**config.mk**
```make
export PLATFORM = sky130hd
export DESIGN_NAME = wws_front
export DESIGN_NICKNAME = d
export VERILOG_FILES = /design/src/rtl/wws_pkg.sv /design/src/rtl/wws_front.sv
export SDC_FILE = /design/constraint.sdc
export NUM_CORES = 1
export LEC_CHECK = 0
export ABC_AREA = 1
export ABC_CLOCK_PERIOD_IN_PS = 4500
export BUFFER_PORTS_ARGS = -buffer_cell sky130_fd_sc_hd__buf_2
export CORE_MARGIN = 4
export CORE_UTILIZATION = 48
export DETAILED_ROUTE_END_ITERATION = 8
export PLACE_DENSITY = 0.75
export SKIP_CTS_REPAIR_TIMING = 1
export SYNTH_ARGS = -nofsm -noshare
export SYNTH_HDL_FRONTEND = slang
export SYNTH_SLANG_ARGS = --single-unit
export TNS_END_PERCENT = 30
```
**constraint.sdc**
```tcl
create_clock -name clk_i -period 4.5 [get_ports clk_i]
set_clock_uncertainty 0.05 [all_clocks]
set_input_delay 0.225 -clock clk_i [delete_from_list [all_inputs] [get_ports clk_i]]
set_output_delay 0.225 -clock clk_i [all_outputs]
set_load 0.02 [all_outputs]
```
**src/rtl/wws_pkg.sv**
```systemverilog
// ----------------------------------------------------------------------------
// Wavetable waveshaper package
// Shared constants, defaults and command codes for the waveshaper blocks.
// ----------------------------------------------------------------------------
package wws_pkg;

  // Default table geometry
  localparam int unsigned TABLE_LENGTH_DEF = 2048;
  localparam int unsigned TABLE_COUNT_DEF  = 256;

  // Command queue between front and back
  localparam int unsigned CMD_QUEUE_DEPTH  = 2;

  // Fixed field widths
  localparam int unsigned SAMPLE_W  = 24;  // Q1.23 samples and table entries
  localparam int unsigned FRAC_W    = 16;  // interpolation fractions
  localparam int unsigned ADDR_IN_W = 19;  // entry_address port
  localparam int unsigned CURVE_W   = 24;  // curve position, 8.16

  // Command kinds carried through the queue
  typedef enum logic {
    CMD_SHAPE = 1'b0,
    CMD_WRITE = 1'b1
  } cmd_kind_e;

endpackage

```
**src/rtl/wws_front.sv**
```systemverilog
// ----------------------------------------------------------------------------
// Waveshaper front end
// Accepts items, maps samples to a table index and fraction, drops writes
// beyond the table, and queues commands for the back end.
// ----------------------------------------------------------------------------
module wws_front import wws_pkg::*; #(
  parameter int unsigned TableLength = TABLE_LENGTH_DEF,
  parameter int unsigned TableCount  = TABLE_COUNT_DEF,
  parameter int unsigned QueueDepth  = CMD_QUEUE_DEPTH,
  localparam int unsigned Depth = TableLength * TableCount,
  localparam int unsigned AddrW = $clog2(Depth),
  localparam int unsigned IdxW  = $clog2(TableLength),
  localparam int unsigned CmdW  = 1 + AddrW + SAMPLE_W + IdxW + FRAC_W
) (
  input  logic                       clk_i,
  input  logic                       rst_ni,
  // item side
  input  logic                       push,
  output logic                       full,
  input  logic                       action_i,
  input  logic signed [SAMPLE_W-1:0] audio_in_i,
  input  logic [ADDR_IN_W-1:0]       entry_address_i,
  input  logic signed [SAMPLE_W-1:0] entry_value_i,
  // command side
  output logic                       cmd_valid_o,
  output logic [CmdW-1:0]            cmd_o,
  input  logic                       cmd_pop_i
);

  localparam int unsigned PtrW = $clog2(QueueDepth);
  localparam int unsigned CntW = $clog2(QueueDepth + 1);
  localparam int unsigned PosW = SAMPLE_W + IdxW;

  logic [SAMPLE_W-1:0] unsigned_x;
  logic [PosW-1:0]     pos;
  logic [IdxW-1:0]     idx;
  logic [FRAC_W-1:0]   frac;
  logic [31:0]         addr_ext;
  logic                wr_ok;
  logic                enq;
  logic [CmdW-1:0]     entry;

  logic [CmdW-1:0] q_mem_q [QueueDepth];
  logic [PtrW-1:0] wr_ptr_q, wr_ptr_d;
  logic [PtrW-1:0] rd_ptr_q, rd_ptr_d;
  logic [CntW-1:0] count_q, count_d;

  // Sample to table position: (x + 1/2 full scale) * (length - 1), Q.24
  always_comb begin
    unsigned_x = audio_in_i ^ {1'b1, {(SAMPLE_W-1){1'b0}}};
    pos        = PosW'(unsigned_x) * PosW'(TableLength - 1);
    idx        = pos[PosW-1:SAMPLE_W];
    frac       = pos[SAMPLE_W-1:SAMPLE_W-FRAC_W];
  end

  // Classify: writes beyond the table are taken and dropped
  always_comb begin
    addr_ext = 32'(entry_address_i);
    wr_ok    = addr_ext < 32'(Depth);
    enq      = push && !full && (!action_i || wr_ok);
    if (action_i) begin
      entry = {CMD_WRITE, addr_ext[AddrW-1:0], entry_value_i,
               {IdxW{1'b0}}, {FRAC_W{1'b0}}};
    end else begin
      entry = {CMD_SHAPE, {AddrW{1'b0}}, {SAMPLE_W{1'b0}}, idx, frac};
    end
  end

  // Queue pointers
  always_comb begin
    wr_ptr_d = wr_ptr_q;
    rd_ptr_d = rd_ptr_q;
    count_d  = count_q;
    if (enq) begin
      wr_ptr_d = (wr_ptr_q == PtrW'(QueueDepth - 1)) ? '0 : wr_ptr_q + 1'b1;
    end
    if (cmd_pop_i) begin
      rd_ptr_d = (rd_ptr_q == PtrW'(QueueDepth - 1)) ? '0 : rd_ptr_q + 1'b1;
    end
    if (enq && !cmd_pop_i) begin
      count_d = count_q + 1'b1;
    end else if (!enq && cmd_pop_i) begin
      count_d = count_q - 1'b1;
    end
  end

  always_ff @(posedge clk_i or negedge rst_ni) begin
    if (!rst_ni) begin
      wr_ptr_q <= '0;
      rd_ptr_q <= '0;
      count_q  <= '0;
    end else begin
      wr_ptr_q <= wr_ptr_d;
      rd_ptr_q <= rd_ptr_d;
      count_q  <= count_d;
    end
  end

  // Queue storage
  always_ff @(posedge clk_i) begin
    if (enq) begin
      q_mem_q[wr_ptr_q] <= entry;
    end
  end

  assign full        = (count_q == CntW'(QueueDepth));
  assign cmd_valid_o = (count_q != '0);
  assign cmd_o       = q_mem_q[rd_ptr_q];

`ifndef ASSERT_OFF
  a_count_bound: assert property (@(posedge clk_i) disable iff (!rst_ni)
    count_q <= CntW'(QueueDepth))
    else $error("command queue count out of range");
  a_pop_valid: assert property (@(posedge clk_i) disable iff (!rst_ni)
    cmd_pop_i |-> cmd_valid_o)
    else $error("command popped from empty queue");
  a_enq_visible: assert property (@(posedge clk_i) disable iff (!rst_ni)
    (count_q == '0 && enq) |=> cmd_valid_o)
    else $error("queued command not visible to back end");
`endif

endmodule

```
==> impl_metrics.env <==
export IMPL_grt_pass1_vias=9423
export IMPL_setup_viol=0
export IMPL_place_congestion=0.897
export IMPL_worstSetupEndpointType="flip-flop"
export IMPL_final_cell_mix="inv_1, nand2_1, fa_1"
export IMPL_r2r_end="q_mem_q[1][57]"
export IMPL_synth_warnings=0
export IMPL_cts_made_buffers=17
export IMPL_crit_type="input pin to flip-flop"
export IMPL_worst_slew_pin_slew_ns=1.16
export IMPL_final_hold_viol_count=0
export IMPL_crit_fanout=4
export IMPL_placed_cells=1777
export IMPL_grt_pass1_wl_um=44900
export IMPL_wl_per_cell_um=14.8
export IMPL_syn_nets=1503
export IMPL_layout_nets=1762
export IMPL_grt_antenna_before_repair=0
export IMPL_area_delta_synth_final_pct=21.8
export IMPL_drv_slew=0
export IMPL_dpl_hpwl_um=22000
export IMPL_finish_utilization=0.593
export IMPL_reg2reg_slack_ns=2.07
export IMPL_cp_slowest_cell="fa_1"
export IMPL_cp_start_kind="input pin"
export IMPL_syn_area_per_cell_sq_um=10.1
export IMPL_drt_initial_drc_count=511
export IMPL_die_x_um=168
export IMPL_start_util=0.487
export IMPL_die_h_um=168
export IMPL_crit_family="adder cells"
export IMPL_regToRegStartpoint="count_q[1]"
export IMPL_relSlewSlack=0.223
export IMPL_outcome="complete, no violations"
export IMPL_io_pins=145
export IMPL_num_vias=8686
export IMPL_cp_buffers_inverters=6
export IMPL_grt_max_degree=53
export IMPL_syn_inst=1210
export IMPL_drc=0
export IMPL_grt_usage=0.198
export IMPL_root_buffer="clkbuf_16"
export IMPL_ant_nets=0
export IMPL_r2r_cells=4
export IMPL_crit_path_cell_trace="buf_2 > fa_1 > inv_1 > fa_1 > inv_1 > fa_1 > fa_1 > inv_1 > fa_1 > inv_1 > ha_1 > nand2_2 > inv_2 > nand2_2 > nor2_2 > nand2_1 > nand3_2 > nand3b_1 > a21oi_1 > nor2_2"
export IMPL_min_period_ns=4.39
export IMPL_drive_gt1_frac=0.295
export IMPL_drt_total_wl_um=26800
export IMPL_diodes=0
export IMPL_grt_remaining_overflow=0
export IMPL_worstHoldEndpoint="q_mem_q[1][41]"
export IMPL_io_buffers=144
export IMPL_htreeDepth=4
export IMPL_crit_required_ns=4.60
export IMPL_yosysUniqueCellTypes=31
export IMPL_rsz0062_at_grt="true"
export IMPL_clk_latency_ns=0.41
export IMPL_final_common_cell="inv_1"
export IMPL_cts_sinks=146
export IMPL_slowest_delay_ns=0.60
export IMPL_final_cells=1812
export IMPL_drt_pass1_iter_count=5
export IMPL_hp_start="entry_value_i[14]"
export IMPL_num_rows=58
export IMPL_max_clock_path_buffers=2
export IMPL_whs_path_depth=3
export IMPL_via_per_inst=4.79
export IMPL_maxCapViolations=0
export IMPL_critPathArrivalTime_ns=4.49
export IMPL_synth_seq_cells=146
export IMPL_fmax_mhz=228
export IMPL_ys_seq_area_frac=0.356
export IMPL_cts_tree="done"
export IMPL_netlist_area_sq_um=12300
export IMPL_core_area_sq_um=25200
export IMPL_cp_common_cell="fa_1"
export IMPL_die_area_sq_um=28200
export IMPL_clkSlewWorstSetupHoldPaths_ns=0.06
export IMPL_post_route_period_util=0.976
export IMPL_worstHoldPathType="input pin to flip-flop"
## final cells by class
| class | instances | area (sq um) |
|---|---|---|
| clock buffers | 18 | 429 |
| clock inverters | 14 | 120 |
| fillers | 2124 | 10200 |
| repair buffers | 256 | 1590 |
| well taps | 330 | 413 |
| inverters | 332 | 1250 |
| flip-flops and latches | 146 | 4370 |
| multi-input cells | 716 | 6770 |
## worst register-to-register path: cells and delay by family, from the launching register on
kind	cells	cell delay, ns
compound gates	1	0.27
buf+inv	2	0.46
flops	1	0.36
simple gates	1	0.97
## state kept, by name (all words and copies together), names as in the netlist
signal    flops
rd_ptr_q      1
count_q       2
q_mem_q     142
wr_ptr_q      1
## how the worst max path moves through the flow
stage,startpoint,to,slack [ns],cells past startpoint
global placement,audio_in_i[5],q_mem_q[0][24],-0.25,21
detailed placement,audio_in_i[5],q_mem_q[1][23],-0.31,21
global route,audio_in_i[5],q_mem_q[0][22],-0.04,20
finish,audio_in_i[2],q_mem_q[1][22],0.11,20
CTS,audio_in_i[5],q_mem_q[1][23],0.11,21
floorplan,audio_in_i[5],q_mem_q[0][26],0.17,20
## logic make-up (layout without fill, tap and decap cells)
| family | Yosys count | after routing | synth area share |
|---|---|---|---|
| xor+xnor | 12 | 12 | 0.00856 |
| compound gates | 56 | 56 | 0.0256 |
| flops | 146 | 146 | 0.356 |
| simple gates | 356 | 356 | 0.119 |
| fa+ha+maj | 221 | 221 | 0.318 |
| buf+inv | 348 | 620 | 0.107 |
| mux | 71 | 71 | 0.0652 |
## metrics by stage
| step | setup WS [ns] | hold WS [ns] | instance area [sq um] | TNS [ns] |
|---|---|---|---|---|
| after CTS | 0.109 | -0.458 | 14700 | 0 |
| after floorplan | 0.165 | -0.121 | 12300 | 0 |
| after global placement | -0.247 | -0.0143 | 14200 | -8.02 |
| after global routing | -0.0415 | 0.0331 | 14900 | -0.143 |
| final | 0.110 | 0.0474 | 14900 | 0 |
| after detailed placement | -0.310 | -0.00872 | 14200 | -11.83 |
## per-layer routing
metal / routed length [um] / part of all wire / global-route usage / vias to the layer above
met2: 13600 / 0.51 / 0.350 / 189
met3: 994 / 0.037 / 0.0239 / 45
met5: 0 / 0 / 0 / -
met4: 735 / 0.027 / 0.0600 / 0
li1: - / - / - / 4213
met1: 11500 / 0.43 / 0.255 / 4239
## Yosys cell counts, drive strengths merged
master | count | share of area
nor3 | 4 | 0.0016
o21a | 2 | 0.0012
fa | 152 | 0.25
nand2 | 240 | 0.075
a21o | 2 | 0.0012
ha | 69 | 0.070
nand3b | 1 | 0.00061
nor4 | 2 | 0.0020
inv | 330 | 0.10
o21bai | 4 | 0.0024
nand4 | 1 | 0.00051
nand3 | 28 | 0.012
buf | 10 | 0.0040
clkbuf | 6 | 0.0018
xnor2 | 10 | 0.0071
nor2 | 80 | 0.027
o21ai | 9 | 0.0037
dfrtp | 4 | 0.0082
clkinv | 2 | 0.00061
xor2 | 2 | 0.0014
a21oi | 38 | 0.016
a21boi | 1 | 0.00061
mux2 | 71 | 0.065
edfxtp | 142 | 0.35
Power is left out: the tool's default activity adds up to more than one toggle a clock period on the data nets, which glitch-free logic cannot reach.
