[config.mk]
export PLATFORM = sky130hd
export DESIGN_NAME = wws_back
export DESIGN_NICKNAME = d
export VERILOG_FILES = /design/src/rtl/wws_pkg.sv /design/src/rtl/wws_back.sv
export SDC_FILE = /design/constraint.sdc
export NUM_CORES = 2
export LEC_CHECK = 0
export BUFFER_PORTS_ARGS = -buffer_cell sky130_fd_sc_hd__buf_2
export CELL_PAD_IN_SITES_DETAIL_PLACEMENT = 0
export CELL_PAD_IN_SITES_GLOBAL_PLACEMENT = 1
export CORE_UTILIZATION = 44
export CTS_CLUSTER_DIAMETER = 60
export DETAILED_ROUTE_END_ITERATION = 12
export PLACE_DENSITY = 0.74
export SLEW_MARGIN = 20
export SYNTH_ARGS = -nofsm -noshare
export SYNTH_HDL_FRONTEND = slang
export SYNTH_SLANG_ARGS = --single-unit
[constraint.sdc]
create_clock -name clk_i -period 19.5 [get_ports clk_i]
set_clock_uncertainty 0.2 [all_clocks]
set_input_delay 3.9 -clock clk_i [delete_from_list [all_inputs] [get_ports clk_i]]
set_output_delay 3.9 -clock clk_i [all_outputs]
set_load 0.01 [all_outputs]
[src/rtl/wws_pkg.sv]
// ----------------------------------------------------------------------------
// Wavetable waveshaper package
// Shared constants, defaults and command codes for the waveshaper blocks.
// ----------------------------------------------------------------------------
package wws_pkg;

  // Default table geometry
  localparam int unsigned TABLE_LENGTH_DEF = 2048;
  localparam int unsigned TABLE_COUNT_DEF  = 256;

  // Command queue between front and back
  localparam int unsigned CMD_QUEUE_DEPTH  = 2;

  // Fixed field widths
  localparam int unsigned SAMPLE_W  = 24;  // Q1.23 samples and table entries
  localparam int unsigned FRAC_W    = 16;  // interpolation fractions
  localparam int unsigned ADDR_IN_W = 19;  // entry_address port
  localparam int unsigned CURVE_W   = 24;  // curve position, 8.16

  // Command kinds carried through the queue
  typedef enum logic {
    CMD_SHAPE = 1'b0,
    CMD_WRITE = 1'b1
  } cmd_kind_e;

endpackage

[src/rtl/wws_back.sv]
// ----------------------------------------------------------------------------
// Waveshaper back end
// Executes queued commands: table writes, and four table reads with a shared
// multiplier for the bilinear interpolation, then rounds into the result slot.
// ----------------------------------------------------------------------------
module wws_back import wws_pkg::*; #(
  parameter int unsigned TableLength = TABLE_LENGTH_DEF,
  parameter int unsigned TableCount  = TABLE_COUNT_DEF,
  localparam int unsigned Depth = TableLength * TableCount,
  localparam int unsigned AddrW = $clog2(Depth),
  localparam int unsigned IdxW  = $clog2(TableLength),
  localparam int unsigned CmdW  = 1 + AddrW + SAMPLE_W + IdxW + FRAC_W
) (
  input  logic                       clk_i,
  input  logic                       rst_ni,
  input  logic [CURVE_W-1:0]         curve_position_i,
  // command side
  input  logic                       cmd_valid_i,
  input  logic [CmdW-1:0]            cmd_i,
  output logic                       cmd_pop_o,
  // table memory
  output logic                       ram_we_o,
  output logic [AddrW-1:0]           ram_addr_o,
  output logic [SAMPLE_W-1:0]        ram_wdata_o,
  input  logic [SAMPLE_W-1:0]        ram_rdata_i,
  // result side
  output logic                       empty,
  input  logic                       pop,
  output logic signed [SAMPLE_W-1:0] audio_out_o
);

  localparam int unsigned DiffW = SAMPLE_W + 1;     // entry difference
  localparam int unsigned MulBW = FRAC_W + 1;       // signed fraction operand
  localparam int unsigned ProdW = DiffW + MulBW;    // multiplier result
  localparam int unsigned VW    = ProdW;            // one-curve interpolation
  localparam int unsigned AccW  = 60;               // final accumulator
  localparam int unsigned LowW  = 21;               // split of curve difference
  localparam int unsigned ShW   = AccW - 32;        // accumulator after >> 32
  localparam logic [CURVE_W-1:0] CurveMax = CURVE_W'((TableCount - 1) << FRAC_W);

  typedef enum logic [3:0] {
    S_IDLE, S_RA, S_RB, S_RC, S_RD, S_RE, S_RF, S_RG, S_CA, S_CB, S_CC, S_CD, S_OUT
  } state_e;

  state_e state_q, state_d;

  // Command fields
  cmd_kind_e           cmd_kind;
  logic [AddrW-1:0]    cmd_addr;
  logic [SAMPLE_W-1:0] cmd_data;
  logic [IdxW-1:0]     cmd_idx;
  logic [FRAC_W-1:0]   cmd_frac;

  // Curve selection
  logic [CURVE_W-1:0]  cp_clamped;
  logic [7:0]          curve_lo, curve_hi;
  logic [FRAC_W-1:0]   curve_g;
  logic [31:0]         base_lo_full, base_hi_full;

  // Datapath registers
  logic [AddrW-1:0]         base_lo_q, base_hi_q;
  logic [FRAC_W-1:0]        frac_q, g_q;
  logic signed [SAMPLE_W-1:0] a_q;
  logic signed [DiffW-1:0]  d_q;
  logic signed [ProdW-1:0]  prod_q;
  logic signed [VW-1:0]     v_q, w_q, dd_q;
  logic signed [AccW-1:0]   acc_q;

  logic signed [SAMPLE_W-1:0] rdata_s;
  logic signed [DiffW-1:0]  mul_a;
  logic signed [MulBW-1:0]  mul_b;
  logic signed [ProdW-1:0]  mul_p;

  // Output slot
  logic                       out_valid_q;
  logic signed [SAMPLE_W-1:0] out_data_q;
  logic                       out_pop;
  logic                       out_push;
  logic signed [AccW-1:0]     rounded;
  logic signed [ShW-1:0]      shifted;
  logic signed [SAMPLE_W-1:0] sat_val;

  // Unpack command
  always_comb begin
    cmd_kind = cmd_kind_e'(cmd_i[CmdW-1]);
    cmd_addr = cmd_i[CmdW-2 -: AddrW];
    cmd_data = cmd_i[IdxW+FRAC_W +: SAMPLE_W];
    cmd_idx  = cmd_i[FRAC_W +: IdxW];
    cmd_frac = cmd_i[FRAC_W-1:0];
  end

  // Curve pair and base addresses
  always_comb begin
    cp_clamped   = (curve_position_i > CurveMax) ? CurveMax : curve_position_i;
    curve_lo     = cp_clamped[CURVE_W-1:FRAC_W];
    curve_g      = cp_clamped[FRAC_W-1:0];
    curve_hi     = (curve_g != '0) ? curve_lo + 8'd1 : curve_lo;
    base_lo_full = 32'(curve_lo) * 32'(TableLength) + 32'(cmd_idx);
    base_hi_full = 32'(curve_hi) * 32'(TableLength) + 32'(cmd_idx);
  end

  // Sequencer control
  always_comb begin
    state_d    = state_q;
    cmd_pop_o  = 1'b0;
    ram_we_o   = 1'b0;
    ram_addr_o = base_lo_q;
    out_push   = 1'b0;
    case (state_q)
      S_IDLE: begin
        ram_addr_o = cmd_addr;
        if (cmd_valid_i) begin
          cmd_pop_o = 1'b1;
          if (cmd_kind == CMD_WRITE) begin
            ram_we_o = 1'b1;
          end else begin
            state_d = S_RA;
          end
        end
      end
      S_RA: state_d = S_RB;
      S_RB: begin
        ram_addr_o = base_lo_q + 1'b1;
        state_d    = S_RC;
      end
      S_RC: begin
        ram_addr_o = base_hi_q;
        state_d    = S_RD;
      end
      S_RD: begin
        ram_addr_o = base_hi_q + 1'b1;
        state_d    = S_RE;
      end
      S_RE: state_d = S_RF;
      S_RF: state_d = S_RG;
      S_RG: state_d = S_CA;
      S_CA: state_d = S_CB;
      S_CB: state_d = S_CC;
      S_CC: state_d = S_CD;
      S_CD: state_d = S_OUT;
      S_OUT: begin
        if (!out_valid_q || pop) begin
          out_push = 1'b1;
          state_d  = S_IDLE;
        end
      end
      default: state_d = S_IDLE;
    endcase
  end

  assign ram_wdata_o = cmd_data;
  assign rdata_s     = signed'(ram_rdata_i);

  // Shared multiplier operand selection
  always_comb begin
    mul_a = d_q;
    mul_b = signed'({1'b0, frac_q});
    case (state_q)
      S_CB: begin
        mul_a = signed'(DiffW'(dd_q[LowW-1:0]));
        mul_b = signed'({1'b0, g_q});
      end
      S_CC: begin
        mul_a = DiffW'(signed'(dd_q[VW-1:LowW]));
        mul_b = signed'({1'b0, g_q});
      end
      default: begin
        mul_a = d_q;
        mul_b = signed'({1'b0, frac_q});
      end
    endcase
    mul_p = mul_a * mul_b;
  end

  // Interpolation datapath
  always_ff @(posedge clk_i) begin
    case (state_q)
      S_IDLE: begin
        base_lo_q <= base_lo_full[AddrW-1:0];
        base_hi_q <= base_hi_full[AddrW-1:0];
        frac_q    <= cmd_frac;
        g_q       <= curve_g;
      end
      S_RB: a_q <= rdata_s;
      S_RC: begin
        d_q <= DiffW'(rdata_s) - DiffW'(a_q);
        v_q <= VW'(a_q) <<< FRAC_W;
      end
      S_RD: begin
        prod_q <= mul_p;
        a_q    <= rdata_s;
      end
      S_RE: begin
        v_q <= v_q + prod_q;
        d_q <= DiffW'(rdata_s) - DiffW'(a_q);
        w_q <= VW'(a_q) <<< FRAC_W;
      end
      S_RF: prod_q <= mul_p;
      S_RG: w_q <= w_q + prod_q;
      S_CA: begin
        dd_q  <= w_q - v_q;
        acc_q <= AccW'(v_q) <<< FRAC_W;
      end
      S_CB: prod_q <= mul_p;
      S_CC: begin
        acc_q  <= acc_q + AccW'(prod_q);
        prod_q <= mul_p;
      end
      S_CD: acc_q <= acc_q + (AccW'(prod_q) <<< LowW);
      default: ;
    endcase
  end

  // Round half up, drop 32 fraction bits, saturate to Q1.23
  always_comb begin
    rounded = acc_q + (AccW'(1) <<< 31);
    shifted = signed'(rounded[AccW-1:32]);
    if (shifted > ShW'(8388607)) begin
      sat_val = {1'b0, {(SAMPLE_W-1){1'b1}}};
    end else if (shifted < -ShW'(8388608)) begin
      sat_val = {1'b1, {(SAMPLE_W-1){1'b0}}};
    end else begin
      sat_val = shifted[SAMPLE_W-1:0];
    end
  end

  assign out_pop = pop && out_valid_q;

  // State and result slot
  always_ff @(posedge clk_i or negedge rst_ni) begin
    if (!rst_ni) begin
      state_q     <= S_IDLE;
      out_valid_q <= 1'b0;
      out_data_q  <= '0;
    end else begin
      state_q <= state_d;
      if (out_push) begin
        out_valid_q <= 1'b1;
        out_data_q  <= sat_val;
      end else if (out_pop) begin
        out_valid_q <= 1'b0;
      end
    end
  end

  assign empty       = !out_valid_q;
  assign audio_out_o = out_data_q;

`ifndef ASSERT_OFF
  a_push_free: assert property (@(posedge clk_i) disable iff (!rst_ni)
    out_push |-> (!out_valid_q || pop))
    else $error("result overwritten before it was taken");
  a_write_idle: assert property (@(posedge clk_i) disable iff (!rst_ni)
    ram_we_o |-> (state_q == S_IDLE && cmd_valid_i))
    else $error("table write outside idle");
  a_out_lands: assert property (@(posedge clk_i) disable iff (!rst_ni)
    (state_q == S_OUT && !out_valid_q) |=> (out_valid_q && state_q == S_IDLE))
    else $error("finished result not delivered to the slot");
`endif

endmodule

==> impl_results.md <==
- DR WL/cell: about 22 um
- GP Congestion: approximately 0.96
- Largest net degree at the start of global routing: just under 70
- Height of the chip: roughly 310 um
- CTS root buf: clkbuf_16
- DPL Wire Length: 104000 um
- Drt via density: about 5.6
- Status: completed
- Clock Pin Slew Worst Setup and Hold Paths: 60 ps
- Drt first pass iters: 6
- Overall die width: between 300 and 400 um
- Mapped Cells: around 4600
- Cts bufs inserted: 53
- Max H-tree Level: 2
- Yosys warns: 0
- First DRT Iteration DRCs: about 2500
- Area of the core: 93700 um^2
- Avg Cell Area, Syn: about 9 um^2
- Synth area leader: edfxtp_1
- Clk buf depth: 3
- Max_slew headroom: 0.264
- Via count: 33300
- Arrival time at the worst endpoint: 9470 ps
- Hold_ws: 274 ps
- RSZ-0062 raised after global routing: no
- GRT Overall Usage: 0.271
- Met1 usage: 0.384
- Largest stage delay, worst path: between 600 and 700 ps
- Die area: roughly 96000 um^2
- Yosys cell types: 80
- Post_cts resized: 0
- Min-delay worst type: reg -> reg
- Critical Path RT: roughly 20000 ps
- Clk_lat worst skew: between 600 and 700 ps
- Flop2flop setup slack: between 10000 and 15000 ps
- Slew @ Worst Pin: approximately 1100 ps
- Area contributors post-synth: edfxtp_1, fa_1, ha_1
- CTS tree: yes
- Num Clock Sinks: between 300 and 400
- Fraction of layout cells with a size suffix above 1: 0.0765
- Post-synthesis sequential area ratio: 0.259
- Synth Flop Type: edfxtp_1
- WS Path Type: reg -> reg
- Starting Density: 0.446
- Port Buf Inserts: approximately 140
- Multi-input gate area: between 20000 and 30000 um^2
- Vias in the first global route: 32700
- IO Pins: about 190
- Max Slew Vio Count: 0
- Global-route wire length before repair: 197000 um
- Post-CTS Setup Inserts: 0
- Fraction of registers with async set or reset after synthesis: 0.0795
- Met3 Use GR: 0.0446
- Cell row count: 112
- DRC: 0
- Area fraction of the dominant cell type after synthesis: 0.241
- Final Cell Area: approximately 46000 um^2
- Post-synth EDFFs: around 340
- Fmax: approximately 110 MHz
- GR peak layer: met2
- Area grow syn2layout: 8.91%
- Worst path most repeated cell: fa_1
- Tmin final: roughly 9300 ps
- Cell Area, Synth: 41800 um^2
- Slowest CP cell: dfrtp_1
- Post-placement cell area: 43700 um^2
- Final Hold Fails: 0
- Routed wire length: about 130000 um
- Seq cells post-synth: 365
- Initial antenna violation count: 1
- Met2 Use GR: 0.428
- Hold buffers post-CTS: 0
- Nets: about 5500
- Setup TNS: 0 ps
- # setup viols final: 0
- Startpoint type of the worst setup path: flip-flop
- Final ANT Viol Nets: 0
- Maximum capacitance violations: 0
- Fillers: roughly 9000
- Syn_nets: 5446
- Worst Path Max Fanout: 31
- Register area: between 10000 and 15000 um^2
- CP endpoint kind: flip-flop
- Fin crit share: 0.478
- Grt total ovfl: 0
==> path summary, 6_finish.rpt <==
| check | from | to | cells past startpoint |
|---|---|---|---|
| worst max-delay path | state_q[3] | prod_q[39] | 28 |
| worst min-delay path | audio_out_o[23] | audio_out_o[23] | 2 |
| worst max register to register | state_q[3] | prod_q[39] | 28 |
| worst min register to register | audio_out_o[23] | audio_out_o[23] | 2 |
| max in group asynchronous | rst_ni | audio_out_o[16] | 1 |
| min in group asynchronous | rst_ni | state_q[3] | 1 |
==> cells by family after synthesis <==
group / count (synthesis) / synth area share
DFF: 365 / 0.259
xor gates and xnor gates: 289 / 0.0606
and+or+nand+nor: 1304 / 0.140
AOI/OAI and AO/OA: 1024 / 0.157
adders and majority gates: 748 / 0.295
muxes: 58 / 0.0149
buffers and inverters: 787 / 0.0729
==> worst max-delay path: cells and delay by family (launching register included) <==
family                     cells  cell delay, ps
DFF                            1             640
AOI/OAI and AO/OA              8            2130
and+or+nand+nor                8            1950
adders and majority gates      7            3350
buffers and inverters          4             630
xor gates and xnor gates       1              80
==> state kept, by name, indices dropped and copies added (netlist names), 8 cells and up <==
signal,cells
prod_q,42
g_q,16
frac_q,16
w_q,42
acc_q,60
audio_out_o,24
a_q,24
dd_q,42
d_q,25
base_lo_q,19
base_hi_q,8
v_q,42
==> layout make-up <==
cell class,instances,area share
multi-input cells,3423,0.616
flip-flops and latches,365,0.238
inverters,614,0.0506
well taps,1254,0.0345
clock buffers,64,0.0312
repair buffers,179,0.0216
clock inverters,33,0.00888
diodes,1,0.0000550
==> layer usage <==
| layer | up-vias | routed length, um |
|---|---|---|
| met5 | - | 0 |
| met3 | 192 | 9810 |
| li1 | 15700 | - |
| met1 | 16300 | 57900 |
| met2 | 1165 | 57600 |
| met4 | 0 | 3940 |
==> per-stage QoR <==
stage | utilization | cells | worst slack, ps
after floorplan | - | 4575 | 11040
after global placement | 0.466 | 5835 | 10410
after detailed placement | 0.466 | 5835 | 10310
after CTS | 0.485 | 5932 | 10280
after global routing | 0.485 | 5933 | 9720
final | 0.485 | 5933 | 10180
==> placed cells by master, fill, tap and decap left out, types with 14 or more instances in the layout <==
master	n
a221o_1	15
a31oi_1	26
a21oi_1	267
fa_1	397
o21a_1	42
o211ai_1	16
ha_1	351
nand2_1	522
o21bai_1	43
and3_1	62
buf_4	35
mux2_2	32
a21o_1	145
dfrtp_1	29
nand3_1	81
a22oi_1	27
xnor2_1	174
clkbuf_16	54
nand2b_1	40
nor3_1	41
nand4_1	38
buf_2	144
mux2i_1	21
o21ai_0	256
xor2_1	115
and2_1	42
nor2_1	357
o31ai_1	17
or2_2	14
nor2b_1	44
inv_1	614
edfxtp_1	336
a211oi_1	27
==> cells in the mapped netlist, types with 82 or more instances <==
library cell,n
a21o_1,145
a21oi_1,267
xor2_1,115
nor2_1,361
nand2_1,524
inv_1,614
clkbuf_1,144
xnor2_1,174
ha_1,351
nand3_1,82
o21ai_0,257
edfxtp_1,336
fa_1,397
Power is not shown: default switching activity piles up to over one toggle a cycle in this logic, so the estimate is an artifact.
